**config.mk**
```make
export PLATFORM = sky130hd
export DESIGN_NAME = frame_deframer_crc32c_check
export DESIGN_NICKNAME = d
export VERILOG_FILES = /design/src/fdc32c_pkg.sv /design/src/frame_deframer_crc32c_check.sv
export SDC_FILE = /design/constraint.sdc
export NUM_CORES = 1
export LEC_CHECK = 0
export ABC_CLOCK_PERIOD_IN_PS = 7800
export BUFFER_PORTS_ARGS = -buffer_cell sky130_fd_sc_hd__buf_2
export CAP_MARGIN = 20
export CORE_AREA = 5 5 213 195
export CTS_BUF_LIST = sky130_fd_sc_hd__clkbuf_4 sky130_fd_sc_hd__clkbuf_8
export DETAILED_ROUTE_END_ITERATION = 10
export DIE_AREA = 0 0 218 200
export PLACE_DENSITY = 0.88
export SLEW_MARGIN = 10
export SYNTH_ARGS = -nofsm -noshare
export SYNTH_HDL_FRONTEND = slang
export SYNTH_SLANG_ARGS = --single-unit
```
**constraint.sdc**
```tcl
create_clock -name clk_i -period 7.8 [get_ports clk_i]
set_input_delay 1.56 -clock clk_i [delete_from_list [all_inputs] [get_ports clk_i]]
set_output_delay 1.56 -clock clk_i [all_outputs]
set_load 0.005 [all_outputs]
```
**src/fdc32c_pkg.sv**
```systemverilog
// Shared types, constants and the CRC-32C byte update for the frame deframer.
`default_nettype none

package fdc32c_pkg;

  localparam int unsigned HeaderBytes = 20;
  localparam int unsigned HdrCntW     = 5;
  localparam int unsigned CfgIdxW     = 1;
  localparam int unsigned CfgDataW    = 24;
  localparam int unsigned VersionW    = 16;
  localparam int unsigned MaxLenW     = 24;
  localparam int unsigned OutDataW    = 104;

  // Header byte positions
  localparam logic [HdrCntW-1:0] PosVersion = 5'd4;
  localparam logic [HdrCntW-1:0] PosType    = 5'd6;
  localparam logic [HdrCntW-1:0] PosFlags   = 5'd8;
  localparam logic [HdrCntW-1:0] PosLength  = 5'd12;
  localparam logic [HdrCntW-1:0] PosCrc     = 5'd16;
  localparam logic [HdrCntW-1:0] PosLast    = 5'd19;

  localparam logic [31:0] FrameMagic = {8'h54, 8'h45, 8'h46, 8'h31};
  localparam logic [31:0] CrcPoly    = 32'h82F6_3B78;
  localparam logic [31:0] CrcInit    = 32'hFFFF_FFFF;

  localparam logic [CfgIdxW-1:0] CfgSupportedVersion = 1'd0;
  localparam logic [CfgIdxW-1:0] CfgMaxPayload       = 1'd1;

  typedef enum logic [1:0] {
    PhHeader  = 2'd0,
    PhPayload = 2'd1,
    PhError   = 2'd2
  } phase_e;

  typedef enum logic [1:0] {
    KindHeader  = 2'd0,
    KindPayload = 2'd1,
    KindError   = 2'd2
  } kind_e;

  typedef enum logic [2:0] {
    StOk       = 3'd0,
    StBadMagic = 3'd1,
    StBadVer   = 3'd2,
    StTooLong  = 3'd3,
    StCrcErr   = 3'd4
  } status_e;

  typedef struct packed {
    kind_e        kind;
    logic [7:0]   pbyte;
    logic [15:0]  version;
    logic [15:0]  ftype;
    logic [31:0]  flags;
    logic [23:0]  length;
    logic         last;
    status_e      status;
  } res_t;

  // Reflected CRC-32C, one byte
  function automatic logic [31:0] crc32c_byte(input logic [31:0] crc, input logic [7:0] b);
    logic [31:0] c;
    c = crc ^ {24'd0, b};
    for (int k = 0; k < 8; k++) begin
      c = c[0] ? ((c >> 1) ^ CrcPoly) : (c >> 1);
    end
    return c;
  endfunction

endpackage

`default_nettype wire

```
**src/frame_deframer_crc32c_check.sv**
```systemverilog
// Frame deframer: header parse and checks, payload pass-through with CRC-32C check.
//
// Usage: received bytes enter on the s_axis channel, one byte per transaction.
// Each frame is a 20-byte big-endian header (magic, version, type, flags,
// length, CRC-32C) followed by the payload. The last header byte gives one
// header-accepted or error result; each payload byte gives one payload result,
// the last of a frame with tlast set and a CRC status. Any error is terminal:
// later bytes are taken and dropped until reset.
// Each result is registered in the output register, or in the skid register while
// the output is held. Throughput: one byte per cycle while s_axis_tready is high;
// all per-byte work (header capture, checks, byte-wise CRC update, counters) sits
// between the state registers and a two-deep output stage.
// When the receiver stalls, the output register and a skid register hold up
// to two results; s_axis_tready drops only once the skid register is full.
// Reset: gathering a header, supported_version = 1, max_payload = 65536,
// output empty. Configuration writes take effect on the next cycle; the user must
// make them only while the block is idle, which the block itself does not enforce.
`default_nettype none

module frame_deframer_crc32c_check
  import fdc32c_pkg::*;
#(
  parameter int unsigned LENGTH_BITS = 24
) (
  input  wire logic                  clk_i,
  input  wire logic                  rst_ni,
  // cfg write port
  input  wire logic                  cfg_we_i,
  input  wire logic [CfgIdxW-1:0]    cfg_idx_i,
  input  wire logic [CfgDataW-1:0]   cfg_wdata_i,
  // byte stream in
  input  wire logic                  s_axis_tvalid,
  output logic                       s_axis_tready,
  input  wire logic [7:0]            s_axis_tdata,   // [7:0] rx_byte
  // results out
  output logic                       m_axis_tvalid,
  input  wire logic                  m_axis_tready,
  // [7:0] payload_byte, [23:8] frame_version, [39:24] frame_type,
  // [71:40] frame_flags, [95:72] payload_length, [98:96] status, rest zero
  output logic [OutDataW-1:0]        m_axis_tdata,
  output logic [1:0]                 m_axis_tuser,   // [1:0] result_kind
  output logic                       m_axis_tlast    // frame_last
);

  localparam int unsigned LenW = (LENGTH_BITS < MaxLenW) ? LENGTH_BITS : MaxLenW;
  localparam logic [31:0] LenMask = 32'((64'd1 << LENGTH_BITS) - 64'd1);

  // configuration
  logic [VersionW-1:0] sup_ver_q;
  logic [MaxLenW-1:0]  max_len_q;

  // frame state
  phase_e              phase_q, phase_d;
  logic [HdrCntW-1:0]  hdr_cnt_q, hdr_cnt_d;
  logic [31:0]         magic_q, magic_d;
  logic [15:0]         version_q, version_d;
  logic [15:0]         ftype_q, ftype_d;
  logic [31:0]         flags_q, flags_d;
  logic [31:0]         length_q, length_d;
  logic [31:0]         exp_crc_q, exp_crc_d;
  logic [LenW-1:0]     left_q, left_d;
  logic [31:0]         crc_q, crc_d;

  // output stage
  logic                out_v_q, skid_v_q;
  res_t                out_q, skid_q;
  res_t                res;
  logic                res_valid;
  logic                s_fire, out_fire;
  logic [7:0]          b;

  assign s_axis_tready = !skid_v_q;
  assign s_fire        = s_axis_tvalid && s_axis_tready;
  assign out_fire      = out_v_q && m_axis_tready;
  assign b             = s_axis_tdata;

  always_ff @(posedge clk_i or negedge rst_ni) begin
    if (!rst_ni) begin
      sup_ver_q <= 16'd1;
      max_len_q <= 24'd65536;
    end else if (cfg_we_i) begin
      case (cfg_idx_i)
        CfgSupportedVersion: sup_ver_q <= cfg_wdata_i[VersionW-1:0];
        CfgMaxPayload:       max_len_q <= cfg_wdata_i;
        default: ;
      endcase
    end
  end

  always_comb begin
    phase_d   = phase_q;
    hdr_cnt_d = hdr_cnt_q;
    magic_d   = magic_q;
    version_d = version_q;
    ftype_d   = ftype_q;
    flags_d   = flags_q;
    length_d  = length_q;
    exp_crc_d = exp_crc_q;
    left_d    = left_q;
    crc_d     = crc_q;
    res_valid = 1'b0;
    res.kind  = KindHeader;
    res.pbyte = 8'd0;
    res.last  = 1'b0;
    res.status = StOk;

    if (s_fire) begin
      case (phase_q)
        PhHeader: begin
          if (hdr_cnt_q < PosVersion)      magic_d   = {magic_q[23:0], b};
          else if (hdr_cnt_q < PosType)    version_d = {version_q[7:0], b};
          else if (hdr_cnt_q < PosFlags)   ftype_d   = {ftype_q[7:0], b};
          else if (hdr_cnt_q < PosLength)  flags_d   = {flags_q[23:0], b};
          else if (hdr_cnt_q < PosCrc)     length_d  = {length_q[23:0], b};
          else                             exp_crc_d = {exp_crc_q[23:0], b};

          if (hdr_cnt_q != PosLast) begin
            hdr_cnt_d = hdr_cnt_q + 5'd1;
          end else begin
            hdr_cnt_d = '0;
            res_valid = 1'b1;
            res.last  = 1'b1;
            if (magic_d != FrameMagic) begin
              phase_d    = PhError;
              res.kind   = KindError;
              res.status = StBadMagic;
            end else if (version_d == 16'd0 || version_d > sup_ver_q) begin
              phase_d    = PhError;
              res.kind   = KindError;
              res.status = StBadVer;
            end else if (length_d > {8'd0, max_len_q} || (length_d & ~LenMask) != 32'd0) begin
              phase_d    = PhError;
              res.kind   = KindError;
              res.status = StTooLong;
            end else begin
              crc_d = CrcInit;
              if (length_d == 32'd0) begin
                // empty payload: CRC of no data is zero
                if (exp_crc_d != 32'd0) begin
                  phase_d    = PhError;
                  res.kind   = KindError;
                  res.status = StCrcErr;
                end
              end else begin
                left_d   = length_d[LenW-1:0];
                phase_d  = PhPayload;
                res.last = 1'b0;
              end
            end
          end
        end
        PhPayload: begin
          crc_d     = crc32c_byte(crc_q, b);
          res_valid = 1'b1;
          res.kind  = KindPayload;
          res.pbyte = b;
          if (left_q > LenW'(1)) begin
            left_d = left_q - LenW'(1);
          end else begin
            left_d   = '0;
            res.last = 1'b1;
            if ((crc_d ^ CrcInit) != exp_crc_q) begin
              phase_d    = PhError;
              res.status = StCrcErr;
            end else begin
              phase_d   = PhHeader;
              hdr_cnt_d = '0;
            end
          end
        end
        default: ;
      endcase
    end

    res.version = version_d;
    res.ftype   = ftype_d;
    res.flags   = flags_d;
    res.length  = 24'(length_d & LenMask);
  end

  always_ff @(posedge clk_i or negedge rst_ni) begin
    if (!rst_ni) begin
      phase_q   <= PhHeader;
      hdr_cnt_q <= '0;
      magic_q   <= '0;
      version_q <= '0;
      ftype_q   <= '0;
      flags_q   <= '0;
      length_q  <= '0;
      exp_crc_q <= '0;
      left_q    <= '0;
      crc_q     <= CrcInit;
    end else begin
      phase_q   <= phase_d;
      hdr_cnt_q <= hdr_cnt_d;
      magic_q   <= magic_d;
      version_q <= version_d;
      ftype_q   <= ftype_d;
      flags_q   <= flags_d;
      length_q  <= length_d;
      exp_crc_q <= exp_crc_d;
      left_q    <= left_d;
      crc_q     <= crc_d;
    end
  end

  // output register plus skid; a new result only arrives while skid is empty
  always_ff @(posedge clk_i or negedge rst_ni) begin
    if (!rst_ni) begin
      out_v_q  <= 1'b0;
      skid_v_q <= 1'b0;
    end else if (skid_v_q) begin
      if (out_fire) begin
        skid_v_q <= 1'b0;
      end
    end else if (res_valid) begin
      if (!out_v_q || out_fire) begin
        out_v_q <= 1'b1;
      end else begin
        skid_v_q <= 1'b1;
      end
    end else if (out_fire) begin
      out_v_q <= 1'b0;
    end
  end

  always_ff @(posedge clk_i) begin
    if (skid_v_q) begin
      if (out_fire) begin
        out_q <= skid_q;
      end
    end else if (res_valid) begin
      if (!out_v_q || out_fire) begin
        out_q <= res;
      end else begin
        skid_q <= res;
      end
    end
  end

  assign m_axis_tvalid = out_v_q;
  assign m_axis_tdata  = {5'd0, out_q.status, out_q.length, out_q.flags,
                          out_q.ftype, out_q.version, out_q.pbyte};
  assign m_axis_tuser  = out_q.kind;
  assign m_axis_tlast  = out_q.last;

  // checks
  a_skid_needs_out: assert property (@(posedge clk_i) disable iff (!rst_ni)
    skid_v_q |-> out_v_q) else $error("skid holds a result while output is empty");

  a_error_silent: assert property (@(posedge clk_i) disable iff (!rst_ni)
    (phase_q == PhError) |-> !res_valid) else $error("result produced after terminal error");

  a_error_sticky: assert property (@(posedge clk_i) disable iff (!rst_ni)
    (phase_q == PhError) |=> (phase_q == PhError)) else $error("left error phase without reset");

  a_hdr_cnt_range: assert property (@(posedge clk_i) disable iff (!rst_ni)
    hdr_cnt_q <= PosLast) else $error("header byte count out of range");

  a_payload_left: assert property (@(posedge clk_i) disable iff (!rst_ni)
    (phase_q == PhPayload) |-> (left_q != '0)) else $error("payload phase with no bytes left");

endmodule

`default_nettype wire

```
## After elaboration in Yosys (flattened, before gate mapping)

Cells that the tools add are included.

| cells by class | value |
|---|---|
| add/subtract/negate cells | 2 |
| bitwise logic cells | 13 |
| magnitude comparators | 8 |
| reduce and logical (&&, ||, !) cells | 26 |
| eq/ne operators | 14 |
| multiplexer cells | 106 |

Operators with widths:

| kind | count |
|---|---|
| 32-bit 2-to-1 mux | 35 |
| 102-bit 2-to-1 mux | 4 |
| 24-bit 2-to-1 mux | 8 |
| 16-bit 2-to-1 mux | 11 |
| 16-bit inverter with 17-bit output | 8 |
| 32-bit case mux with 2 select lines | 1 |
| 32-bit nonzero test | 2 |
| 24-bit case mux with 2 select lines | 1 |
| 32-bit by 24-bit greater-than comparator with 1-bit output | 1 |
| 32-bit logical NOT | 1 |
| 32-bit by 31-bit inequality test with 1-bit output (second input constant) | 1 |
| 32-bit inequality test | 1 |
| 32-bit inverter | 1 |
| 32-bit by 8-bit XOR with 32-bit output | 1 |
| 2-bit 2-to-1 mux | 14 |
| 24-bit by 1-bit greater-than comparator with 1-bit output (second input constant) | 1 |
| 24-bit by 1-bit subtractor with 24-bit output (second input constant) | 1 |
| 3-bit 2-to-1 mux | 6 |
| 16-bit greater-than comparator | 1 |
| 16-bit logical NOT | 1 |
| 5-bit 2-to-1 mux | 3 |
| 2-bit inequality test (second input constant) | 7 |
| 1-bit 2-to-1 mux | 13 |
| 4-bit 2-to-1 mux | 3 |
| other kinds (26) | 43 |

| word-level totals | value |
|---|---|
| logic and storage cells | 200 |
| output and inout bits | 109 |
| register bits | 469 |
| input bits | 38 |

## Depth between registers and ports, before layout

Gate-level depths: netlist of run 1.

| logic depth | value |
|---|---|
| depth after elaboration | 26 |
| gate-level depth with buffers | 21 |
| gate-level depth less buffers | 16 |

## Worst setup path after synthesis of run 1

No wires, ideal clock.

| timing | value |
|---|---|
| path kind | in2reg |
| start point | input s_axis_tvalid |
| end point | register out_q (netlist bit m_axis_tdata[0]), enable pin |
| arrival time | 7.055 ns |
| cell stages on the path | 4 |
| buffers on the path | 0 |
| library setup time | 0.596 ns |
| slack | 0.149 ns |
| required time | 7.204 ns |
| cells stage by stage | nand3b_1 -> nor2_1 -> a21oi_1 -> a21oi_1 |

| between the ends | value |
|---|---|
| cells in the longest elaborated chain, start to end | 4 |

Ends and longest elaborated chain:

| element | line | RTL |
|---|---|---|
| from (decl) | frame_deframer_crc32c_check.sv:32 | `input wire logic s_axis_tvalid,` |
| 1-bit logical AND | frame_deframer_crc32c_check.sv:73 | `assign s_fire = s_axis_tvalid && s_axis_tready;` |
| 1-bit 2-to-1 mux | frame_deframer_crc32c_check.sv:107 | `if (s_fire) begin` |
| 2-bit nonzero test (no line) | n/a |  |
| 3-bit AND reduction (no line) | n/a |  |
| to (signal assigned) | frame_deframer_crc32c_check.sv:230 | `out_q <= skid_q;` |
| to (signal assigned) | frame_deframer_crc32c_check.sv:234 | `out_q <= res;` |
| to (decl) | frame_deframer_crc32c_check.sv:66 | `res_t out_q, skid_q;` |

No other way between the ends.
A chain may end at the register's enable or synchronous reset.

## Final worst setup path of run 1

| timing | value |
|---|---|
| start point | register hdr_cnt_q[3] |
| end point | register left_q[5] |

| between the ends | value |
|---|---|
| cells in the longest elaborated chain, start to end | 14 |
| elaborated cells between the ends (all ways) | 40 |
| classes of those cells | order compare: 7; eq/ne: 7; mux: 20; reduce/logical: 6 |

Ends and longest elaborated chain:

| element | line | RTL |
|---|---|---|
| from (decl) | frame_deframer_crc32c_check.sv:54 | `logic [HdrCntW-1:0] hdr_cnt_q, hdr_cnt_d;` |
| from (signal assigned) | frame_deframer_crc32c_check.sv:195 | `hdr_cnt_q <= hdr_cnt_d;` |
| branches (longest 14 deep; another with 32-bit by 24-bit greater-than comparator with 1-bit output) | n/a |  |
| to (signal assigned) | frame_deframer_crc32c_check.sv:202 | `left_q <= left_d;` |
| to (decl) | frame_deframer_crc32c_check.sv:61 | `logic [LenW-1:0] left_q, left_d;` |

Several ways; the timed one is not identified. The select of a mux whose other input is x is not followed.

==> impl_results.md, run 1 <==
* Result of the run: completed
* Worst hold margin at between 0.5 and 0.6 ns
* Maximum operating frequency at 0.1728 GHz
* Cell-internal power at about 6.2 mW
* Quantity of hold-fixing buffers added after cts at 0
* Core Region at slightly below 40000 µm²
* Most frequent cells in the layout: 231 x sky130_fd_sc_hd__mux2_2, 231 x sky130_fd_sc_hd__dfrtp_1, 204 x sky130_fd_sc_hd__edfxtp_1
* Clock transition time at the flip-flop clock pins of the worst setup and hold paths at 0.07 ns
* Grt ovf at 0
* Root Buffer Master: sky130_fd_sc_hd__clkbuf_8
* Critical path start-end classification: reg2reg
* Worst endpoint required time at 8.25 ns
* GRT Util Overall at 0.2442
* Routed vias/inst at roughly 6.0
* Area contributors post-synth: sky130_fd_sc_hd__edfxtp_1 28%, sky130_fd_sc_hd__dfrtp_1 26%, sky130_fd_sc_hd__mux2_2 12%
* Port Buffers at ~140
* Number of storage elements in the synthesis netlist at about 470
* Footprint of the multi-input gates at roughly 8500 µm²
* Critical-path maximum fanout at 25
* Capturing element type of the critical path: register
* Skew final at approximately 0.053 ns
* Mapped cell area at ~22000 µm²
* # setup viols final at 0
* Share of cells above drive strength 1 at 0.3010
* Worst slew pin tran at about 1.1 ns
* Seq pwr share at 0.360
* Top-level port count at ~150
* Most area-hungry cell type in the Yosys netlist: sky130_fd_sc_hd__edfxtp_1
* Min Clock Period, post-route at around 5.8 ns
* PnR Total Power at 9.967 mW
* CTS buffer count at 71
* H-Tree Level Count at 3
* Largest net degree at the start of global routing at about 140
* Cell Count, Final, Fillers Out at 2452
* Max-capacitance violation count at 0
* Register-to-register setup slack at ~2 ns
* Fraction of the yosys area taken by sequential cells at 0.5836
* Combinational share of power at 0.433
* Number of vias in the routed layout at between 10000 and 15000
* Most Crowded Layer GR: met2
* Fraction of synthesized cell area taken by the top area cell type at 0.2793
* Row count at ~70
* Setup TNS at 0 ns
* Ys Warns at 0
* Met3 Resource Use GR at 0.04027
* DRC marker count from the first detailed-route iteration at ~1300
* Layout net count at 1944
* Switching power share of the total at 0.3819
* Average cell area after synthesis at approximately 13 µm²
* Maximum vdd drop at 0.3003 mV
* Final Hold Viols at 0
* Arrival time of the worst setup path at between 6 and 7 ns
* Final slew viol count at 0
* Tightest slew margin relative to the limit at 0.2957
* Antenna Nets Post-Route at 0
* Area growth from synthesis to layout at 12.40%
* Number of antenna violations at the first check in global routing at 0
* Number of clock sinks at between 400 and 500
* Placed Instances at 2321
* Die Height at 200 µm
* Static leakage at 10.71 nW
* Final antenna diode count at 0
* Post-CTS Setup Repair Bufs at 0
* DP Wirelength at around 36000 µm
* Placer Congestion at roughly 0.97
* Portion of the clock cycle consumed by the worst path in the final layout at 0.7418
* Netlist cell types at slightly below 70
* Clock power share at 0.207
* Drt drc at 0
* Worst min-delay path class: reg2reg
* Met1 track demand over resource in global routing at 0.3440
* Unrepaired setup endpoints after global routing: false
* Crit path launch type: register
* Total power density per cell area at approximately 400 nW/µm²
* Count of fill cells added during filler insertion at 2841
* Async SR Flop Fraction at 0.5650
* Total area of sequential cells at about 13000 µm²
* Post-Synthesis Cells at roughly 1700
* Drt pass-1 iters at 7
* Number of global-route vias before repair at 14957
* Die Span X at between 200 and 250 µm
* Net switching power at about 3.8 mW
* Clock tree from TritonCTS: yes
* Number of enable flip-flop cells after synthesis at a little over 200
* Worst-Skew Late Latency at about 0.64 ns
* Detailed Route WL at about 54000 µm
* Mean routed wirelength per cell at around 22 µm
* Global-route wire length before repair at ~84000 µm
* Top_reg_cell synth: sky130_fd_sc_hd__dfrtp_1
* Number of gates given a new drive strength after cts at 0
* Die ar. at ~44000 µm²
* Worst-case clock buffer depth at 3
* GR Layer Usage met2 at 0.3899
* Initial core utilization at 0.5621
-- stage by stage --
stage / utilization / instance area (µm²) / setup slack [ns]
floorplan: - / 21950 / 0.1489
global placement: 0.5940 / 23180 / 2.196
detailed placement: 0.5944 / 23190 / 2.067
CTS: 0.6311 / 24630 / 2.246
global route: 0.6318 / 24650 / 1.783
finish: 0.6318 / 24650 / 2.014
-- registers in the layout, indices dropped and copies added (netlist names) --
register,count
crc_q,32
exp_crc_q,32
flags_q,32
ftype_q,16
hdr_cnt_q,5
left_q,24
length_q,32
m_axis_tdata,99
m_axis_tlast,1
m_axis_tuser,2
m_axis_tvalid,1
magic_q,32
max_len_q,24
phase_q,2
skid_q,102
skid_v_q,1
sup_ver_q,16
version_q,16
-- area by class of cell --
type | count | area share
Timing Repair Buffer | 164 | 0.03766
Inverter | 88 | 0.01345
Sequential cell | 469 | 0.5192
Clock inverter | 23 | 0.006192
Tap cell | 532 | 0.02700
Clock buffer | 107 | 0.05187
Multi-Input combinational cell | 1069 | 0.3447
-- routing by layer --
| metal | wire (µm) | share of wire |
|---|---|---|
| met1 | 22530 | 0.42 |
| met4 | 1753 | 0.033 |
| met5 | 0 | 0 |
| met2 | 25500 | 0.47 |
| met3 | 4113 | 0.076 |
-- worst paths after layout --
path | start | to | depth (start not counted)
worst min register to register | max_len_q[2]$_DFFE_PN0P_ | max_len_q[2]$_DFFE_PN0P_ | 1
worst min-delay path | max_len_q[2]$_DFFE_PN0P_ | max_len_q[2]$_DFFE_PN0P_ | 1
worst max-delay path | hdr_cnt_q[3]$_DFFE_PN0P_ | left_q[5]$_DFFE_PN0P_ | 16
worst max register to register | hdr_cnt_q[3]$_DFFE_PN0P_ | left_q[5]$_DFFE_PN0P_ | 16
max in group asynchronous | rst_ni | sup_ver_q[8]$_DFFE_PN0P_ | 2
min in group asynchronous | rst_ni | exp_crc_q[27]$_DFFE_PN0P_ | 1
-- cells by family (layout without fill, tap and decap cells) --
logic type | after synthesis | in the layout | synth area share
XOR/XNOR | 125 | 125 | 0.06863
buffers and inverters | 171 | 382 | 0.03115
flip-flops | 469 | 469 | 0.5836
AND/OR/NAND/NOR | 355 | 355 | 0.07986
multiplexers | 271 | 271 | 0.1369
adder cells (fa/ha/maj) | 43 | 43 | 0.02453
AO/OA/AOI/OAI | 270 | 270 | 0.07524
other | 1 | 5 | 0.0001710
-- cells in the mapped netlist (15+ instances only) --
master	n
sky130_fd_sc_hd__clkbuf_1	61
sky130_fd_sc_hd__a21oi_1	67
sky130_fd_sc_hd__nand4_1	17
sky130_fd_sc_hd__nor2_1	83
sky130_fd_sc_hd__o21ai_0	87
sky130_fd_sc_hd__edfxtp_1	204
sky130_fd_sc_hd__dfrtp_1	231
sky130_fd_sc_hd__nand3_1	19
sky130_fd_sc_hd__o31ai_1	21
sky130_fd_sc_hd__dfstp_2	34
sky130_fd_sc_hd__ha_1	43
sky130_fd_sc_hd__nor3_1	33
sky130_fd_sc_hd__a21o_1	26
sky130_fd_sc_hd__mux2i_1	40
sky130_fd_sc_hd__nor4_1	29
sky130_fd_sc_hd__nor2b_1	15
sky130_fd_sc_hd__xnor3_1	17
sky130_fd_sc_hd__xnor2_1	68
sky130_fd_sc_hd__nand2_1	102
sky130_fd_sc_hd__xor2_1	22
sky130_fd_sc_hd__inv_1	86
sky130_fd_sc_hd__mux2_2	231
-- power groups by stage --
stage	clock [mW]	sequential, mW	combinational, mW
2_1_floorplan	0	3.43	3.32
3_3_place_gp	0	3.59	4.13
3_5_place_dp	0	3.62	4.21
4_1_cts	2.10	3.58	4.26
5_1_grt	2.21	3.63	4.66
6_report	2.07	3.59	4.31
-- worst max-delay path: stages, from the launching register on --
cell and delay [ns]:
sky130_fd_sc_hd__dfrtp_1 0.54, sky130_fd_sc_hd__nor2b_1 0.29, sky130_fd_sc_hd__and2_1 0.62, sky130_fd_sc_hd__buf_4 0.37, sky130_fd_sc_hd__mux2i_1 0.57, sky130_fd_sc_hd__inv_1 0.10
sky130_fd_sc_hd__ha_1 0.32, sky130_fd_sc_hd__nand2_1 0.05, sky130_fd_sc_hd__nor3_1 0.30, sky130_fd_sc_hd__o31a_1 0.19, sky130_fd_sc_hd__o41ai_1 0.07, sky130_fd_sc_hd__a31oi_1 0.51
sky130_fd_sc_hd__nor4_1 0.12, sky130_fd_sc_hd__a21oi_1 0.18, sky130_fd_sc_hd__buf_4 0.31, sky130_fd_sc_hd__nand2b_1 0.78, sky130_fd_sc_hd__o21ai_0 0.24
Note: power is estimated with default switching activity, not from simulation.
==> run 2, diff against run 1 <==
- ABC_CLOCK_PERIOD_IN_PS: 7800 -> 4900
- clock period: 7.8 -> 4.9 ns (I/O delays scaled with it)
==> impl_results.md, run 2 (same netlist as run 1, synthesis figures left out) <==
* Min Clock Period, post-route at 4.563 ns (-1.223 ns)
* Critical-path maximum fanout at 24 (-4.0%)
* Area growth from synthesis to layout at 14.54%
* Die ar. at 43600 µm² (unchanged)
* DRC marker count from the first detailed-route iteration at 1360 (+1.7%)
* Skew final at 0.02592 ns (-0.02747 ns)
* Die Height at 200 µm (unchanged)
* Arrival time of the worst setup path at 5.04 ns (-1.19 ns)
* Register-to-register setup slack at 0.34 ns (-1.68 ns)
* Switching power share of the total at 0.3788 (-0.003064)
* Worst endpoint required time at 5.38 ns (-2.87 ns)
* Portion of the clock cycle consumed by the worst path in the final layout at 0.9312 (+0.1894)
* Number of global-route vias before repair at 15190 (+1.6%)
* Row count at 69 (unchanged)
* Number of antenna violations at the first check in global routing at 0 (unchanged)
* Number of clock sinks at 469 (unchanged)
* Worst slew pin tran at 1.094 ns (+0.03737 ns)
* Startpoint of the worst setup timing path: hdr_cnt_q[2]$_DFFE_PN0P_
* Number of vias in the routed layout at 14716 (+0.73%)
* DP Wirelength at 38850 µm (+8.4%)
* Grt ovf at 0 (unchanged)
* Register with the most flip-flops: skid_q
* # setup viols final at 0 (unchanged)
* Clock tree from TritonCTS: yes
* Static leakage at 10.95 nW (+2.3%)
* Drt drc at 0 (unchanged)
* Crit path launch type: register
* Mean routed wirelength per cell at 22.56 µm (+2.7%)
* Tightest slew margin relative to the limit at 0.2681 (-0.02760)
* Worst-Skew Late Latency at 0.65 ns (about the same)
* GRT Util Overall at 0.2562 (+0.01203)
* Initial core utilization at 0.5621 (unchanged)
* Total power density per cell area at 653.9 nW/µm² (+62%)
* Cell-internal power at 10.20 mW (+66%)
* Worst-case clock buffer depth at 3 (unchanged)
* Unrepaired setup endpoints after global routing: false
* Layout net count at 1982 (+2.0%)
* Reg2Reg Capture Point: left_q[10]$_DFFE_PN0P_
* Most frequent cells in the layout: 231 x sky130_fd_sc_hd__mux2_2, 230 x sky130_fd_sc_hd__dfrtp_1, 204 x sky130_fd_sc_hd__edfxtp_1
* Final Hold Viols at 0 (unchanged)
* Antenna Nets Post-Route at 0 (unchanged)
* Clock power share at 0.215 (+0.008)
* Global-route wire length before repair at 87130 µm (+3.9%)
* Placed Instances at 2359 (+1.6%)
* Placer Congestion at 0.9491 (-1.9%)
* Largest net degree at the start of global routing at 107 (-23%)
* Capturing element type of the critical path: register
* Final antenna diode count at 0 (unchanged)
* Worst flop-to-flop path startpoint: hdr_cnt_q[2]$_DFFE_PN0P_
* Net switching power at 6.223 mW (+63%)
* Number of flip-flops in the largest register at 102 (unchanged)
* CTS buffer count at 72 (+1.4%)
* Setup TNS at 0 ns (unchanged)
* Final slew viol count at 0 (unchanged)
* Die Span X at 218 µm (unchanged)
* H-Tree Level Count at 3 (unchanged)
* Share of cells above drive strength 1 at 0.3177 (+0.01665)
* Quantity of hold-fixing buffers added after cts at 0 (unchanged)
* Seq pwr share at 0.347 (-0.013)
* Cell Count, Final, Fillers Out at 2493 (+1.7%)
* Cell depth of the worst flop-to-flop path at 16 (unchanged)
* Critical path start-end classification: reg2reg
* Worst min-delay path class: in2async
* Routed vias/inst at 5.903 (-0.93%)
* Maximum vdd drop at 0.4370 mV (+46%)
* Result of the run: completed
* Root Buffer Master: sky130_fd_sc_hd__clkbuf_8
* Maximum operating frequency at 0.2192 GHz (+27%)
* Combinational share of power at 0.438 (+0.005)
* Top-level port count at 147 (unchanged)
* Detailed Route WL at 56250 µm (+4.4%)
* Leading cell type in the layout, fill and taps excluded: sky130_fd_sc_hd__mux2_2
* Worst hold margin at 0.2953 ns (-0.2102 ns)
* Clock transition time at the flip-flop clock pins of the worst setup and hold paths at 0.07 ns (about the same)
* Core Region at 39020 µm² (unchanged)
* Max-capacitance violation count at 0 (unchanged)
* Port Buffers at 141 (unchanged)
* Drt pass-1 iters at 5 (-2)
* Post-CTS Setup Repair Bufs at 0 (unchanged)
-- run 2: cell count changes in the layout (fill, tap and decap cells not counted), moves of 3 or more --
cell | before | now
sky130_fd_sc_hd__buf_12 | 1 | 6
sky130_fd_sc_hd__buf_4 | 20 | 54
sky130_fd_sc_hd__bufinv_16 | 1 | 5
sky130_fd_sc_hd__clkbuf_4 | 31 | 21
sky130_fd_sc_hd__clkbuf_8 | 76 | 81
sky130_fd_sc_hd__clkinv_2 | 8 | 11
-- run 2: how the worst max path moves through the flow --
stage	end	slack, ns	cells after the start
finish	left_q[10]$_DFFE_PN0P_	0.34	16
global route	left_q[3]$_DFFE_PN0P_	0.04	16
CTS	crc_q[4]$_DFFE_PN1P_	0.19	18
detailed placement	hdr_cnt_q[3]$_DFFE_PN0P_	0.20	11
global placement	hdr_cnt_q[3]$_DFFE_PN0P_	0.19	12
floorplan	skid_q[0]$_DFFE_PP_	0.11	5
-- run 2: critical path: stages (launching register included) --
cell and delay (ns):
sky130_fd_sc_hd__dfrtp_1 0.64, sky130_fd_sc_hd__nor4b_2 0.51, sky130_fd_sc_hd__buf_4 0.38, sky130_fd_sc_hd__mux2i_1 0.25, sky130_fd_sc_hd__inv_1 0.06, sky130_fd_sc_hd__ha_1 0.29, sky130_fd_sc_hd__a21o_1 0.11, sky130_fd_sc_hd__a21o_1 0.10
sky130_fd_sc_hd__a21oi_1 0.06, sky130_fd_sc_hd__o21ai_0 0.26, sky130_fd_sc_hd__o21ai_0 0.14, sky130_fd_sc_hd__a31oi_1 0.55, sky130_fd_sc_hd__nor4_2 0.14, sky130_fd_sc_hd__a21oi_1 0.31, sky130_fd_sc_hd__nand2b_1 0.16, sky130_fd_sc_hd__buf_4 0.26
sky130_fd_sc_hd__o21ai_0 0.17
-- run 2: cell type report --
type / count / area, µm²
tap: 532 / 665.6
fill: 2862 / 13900
multi-input combinational: 1069 / 8511
clock buffer: 102 / 1272
inverter: 88 / 331.6
timing repair buffer: 201 / 1241
sequential: 469 / 12800
clock inverter: 32 / 300.3
-- run 2: power groups by stage --
| stage | clock [mW] | combinational, mW | sequential [mW] |
|---|---|---|---|
| floorplan | 0 | 5.28 | 5.46 |
| detailed placement | 0 | 7.03 | 5.75 |
| global placement | 0 | 6.91 | 5.71 |
| CTS | 3.59 | 7.11 | 5.68 |
| global route | 3.77 | 7.71 | 5.78 |
| finish | 3.53 | 7.19 | 5.70 |
-- run 2: through the flow --
| step | setup WS (ns) | area [µm²] | util | power, mW |
|---|---|---|---|---|
| after floorplan | 0.1118 | 21960 | - | 10.74 |
| after global placement | 0.1903 | 23540 | 0.6031 | 12.63 |
| after detailed placement | 0.2034 | 23540 | 0.6031 | 12.78 |
| after CTS | 0.1870 | 25110 | 0.6434 | 16.38 |
| after global routing | 0.03513 | 25120 | 0.6438 | 17.26 |
| final | 0.3370 | 25120 | 0.6438 | 16.43 |
-- run 2: what timing repair did --
| item | CTS | global route |
|---|---|---|
| endpoints found under the hold margin | 0 | 0 |
| endpoints found under the setup margin | 0 | 56 |
| gates resized for setup | 0 | 4 |
-- run 2: layer usage --
layer / vias up / track usage / wire length (µm)
li1: 6572 / - / -
met5: - / 0 / 0
met3: 147 / 0.05173 / 4132
met1: 7349 / 0.3576 / 23740
met2: 648 / 0.4106 / 26570
met4: 0 / 0.08558 / 1817
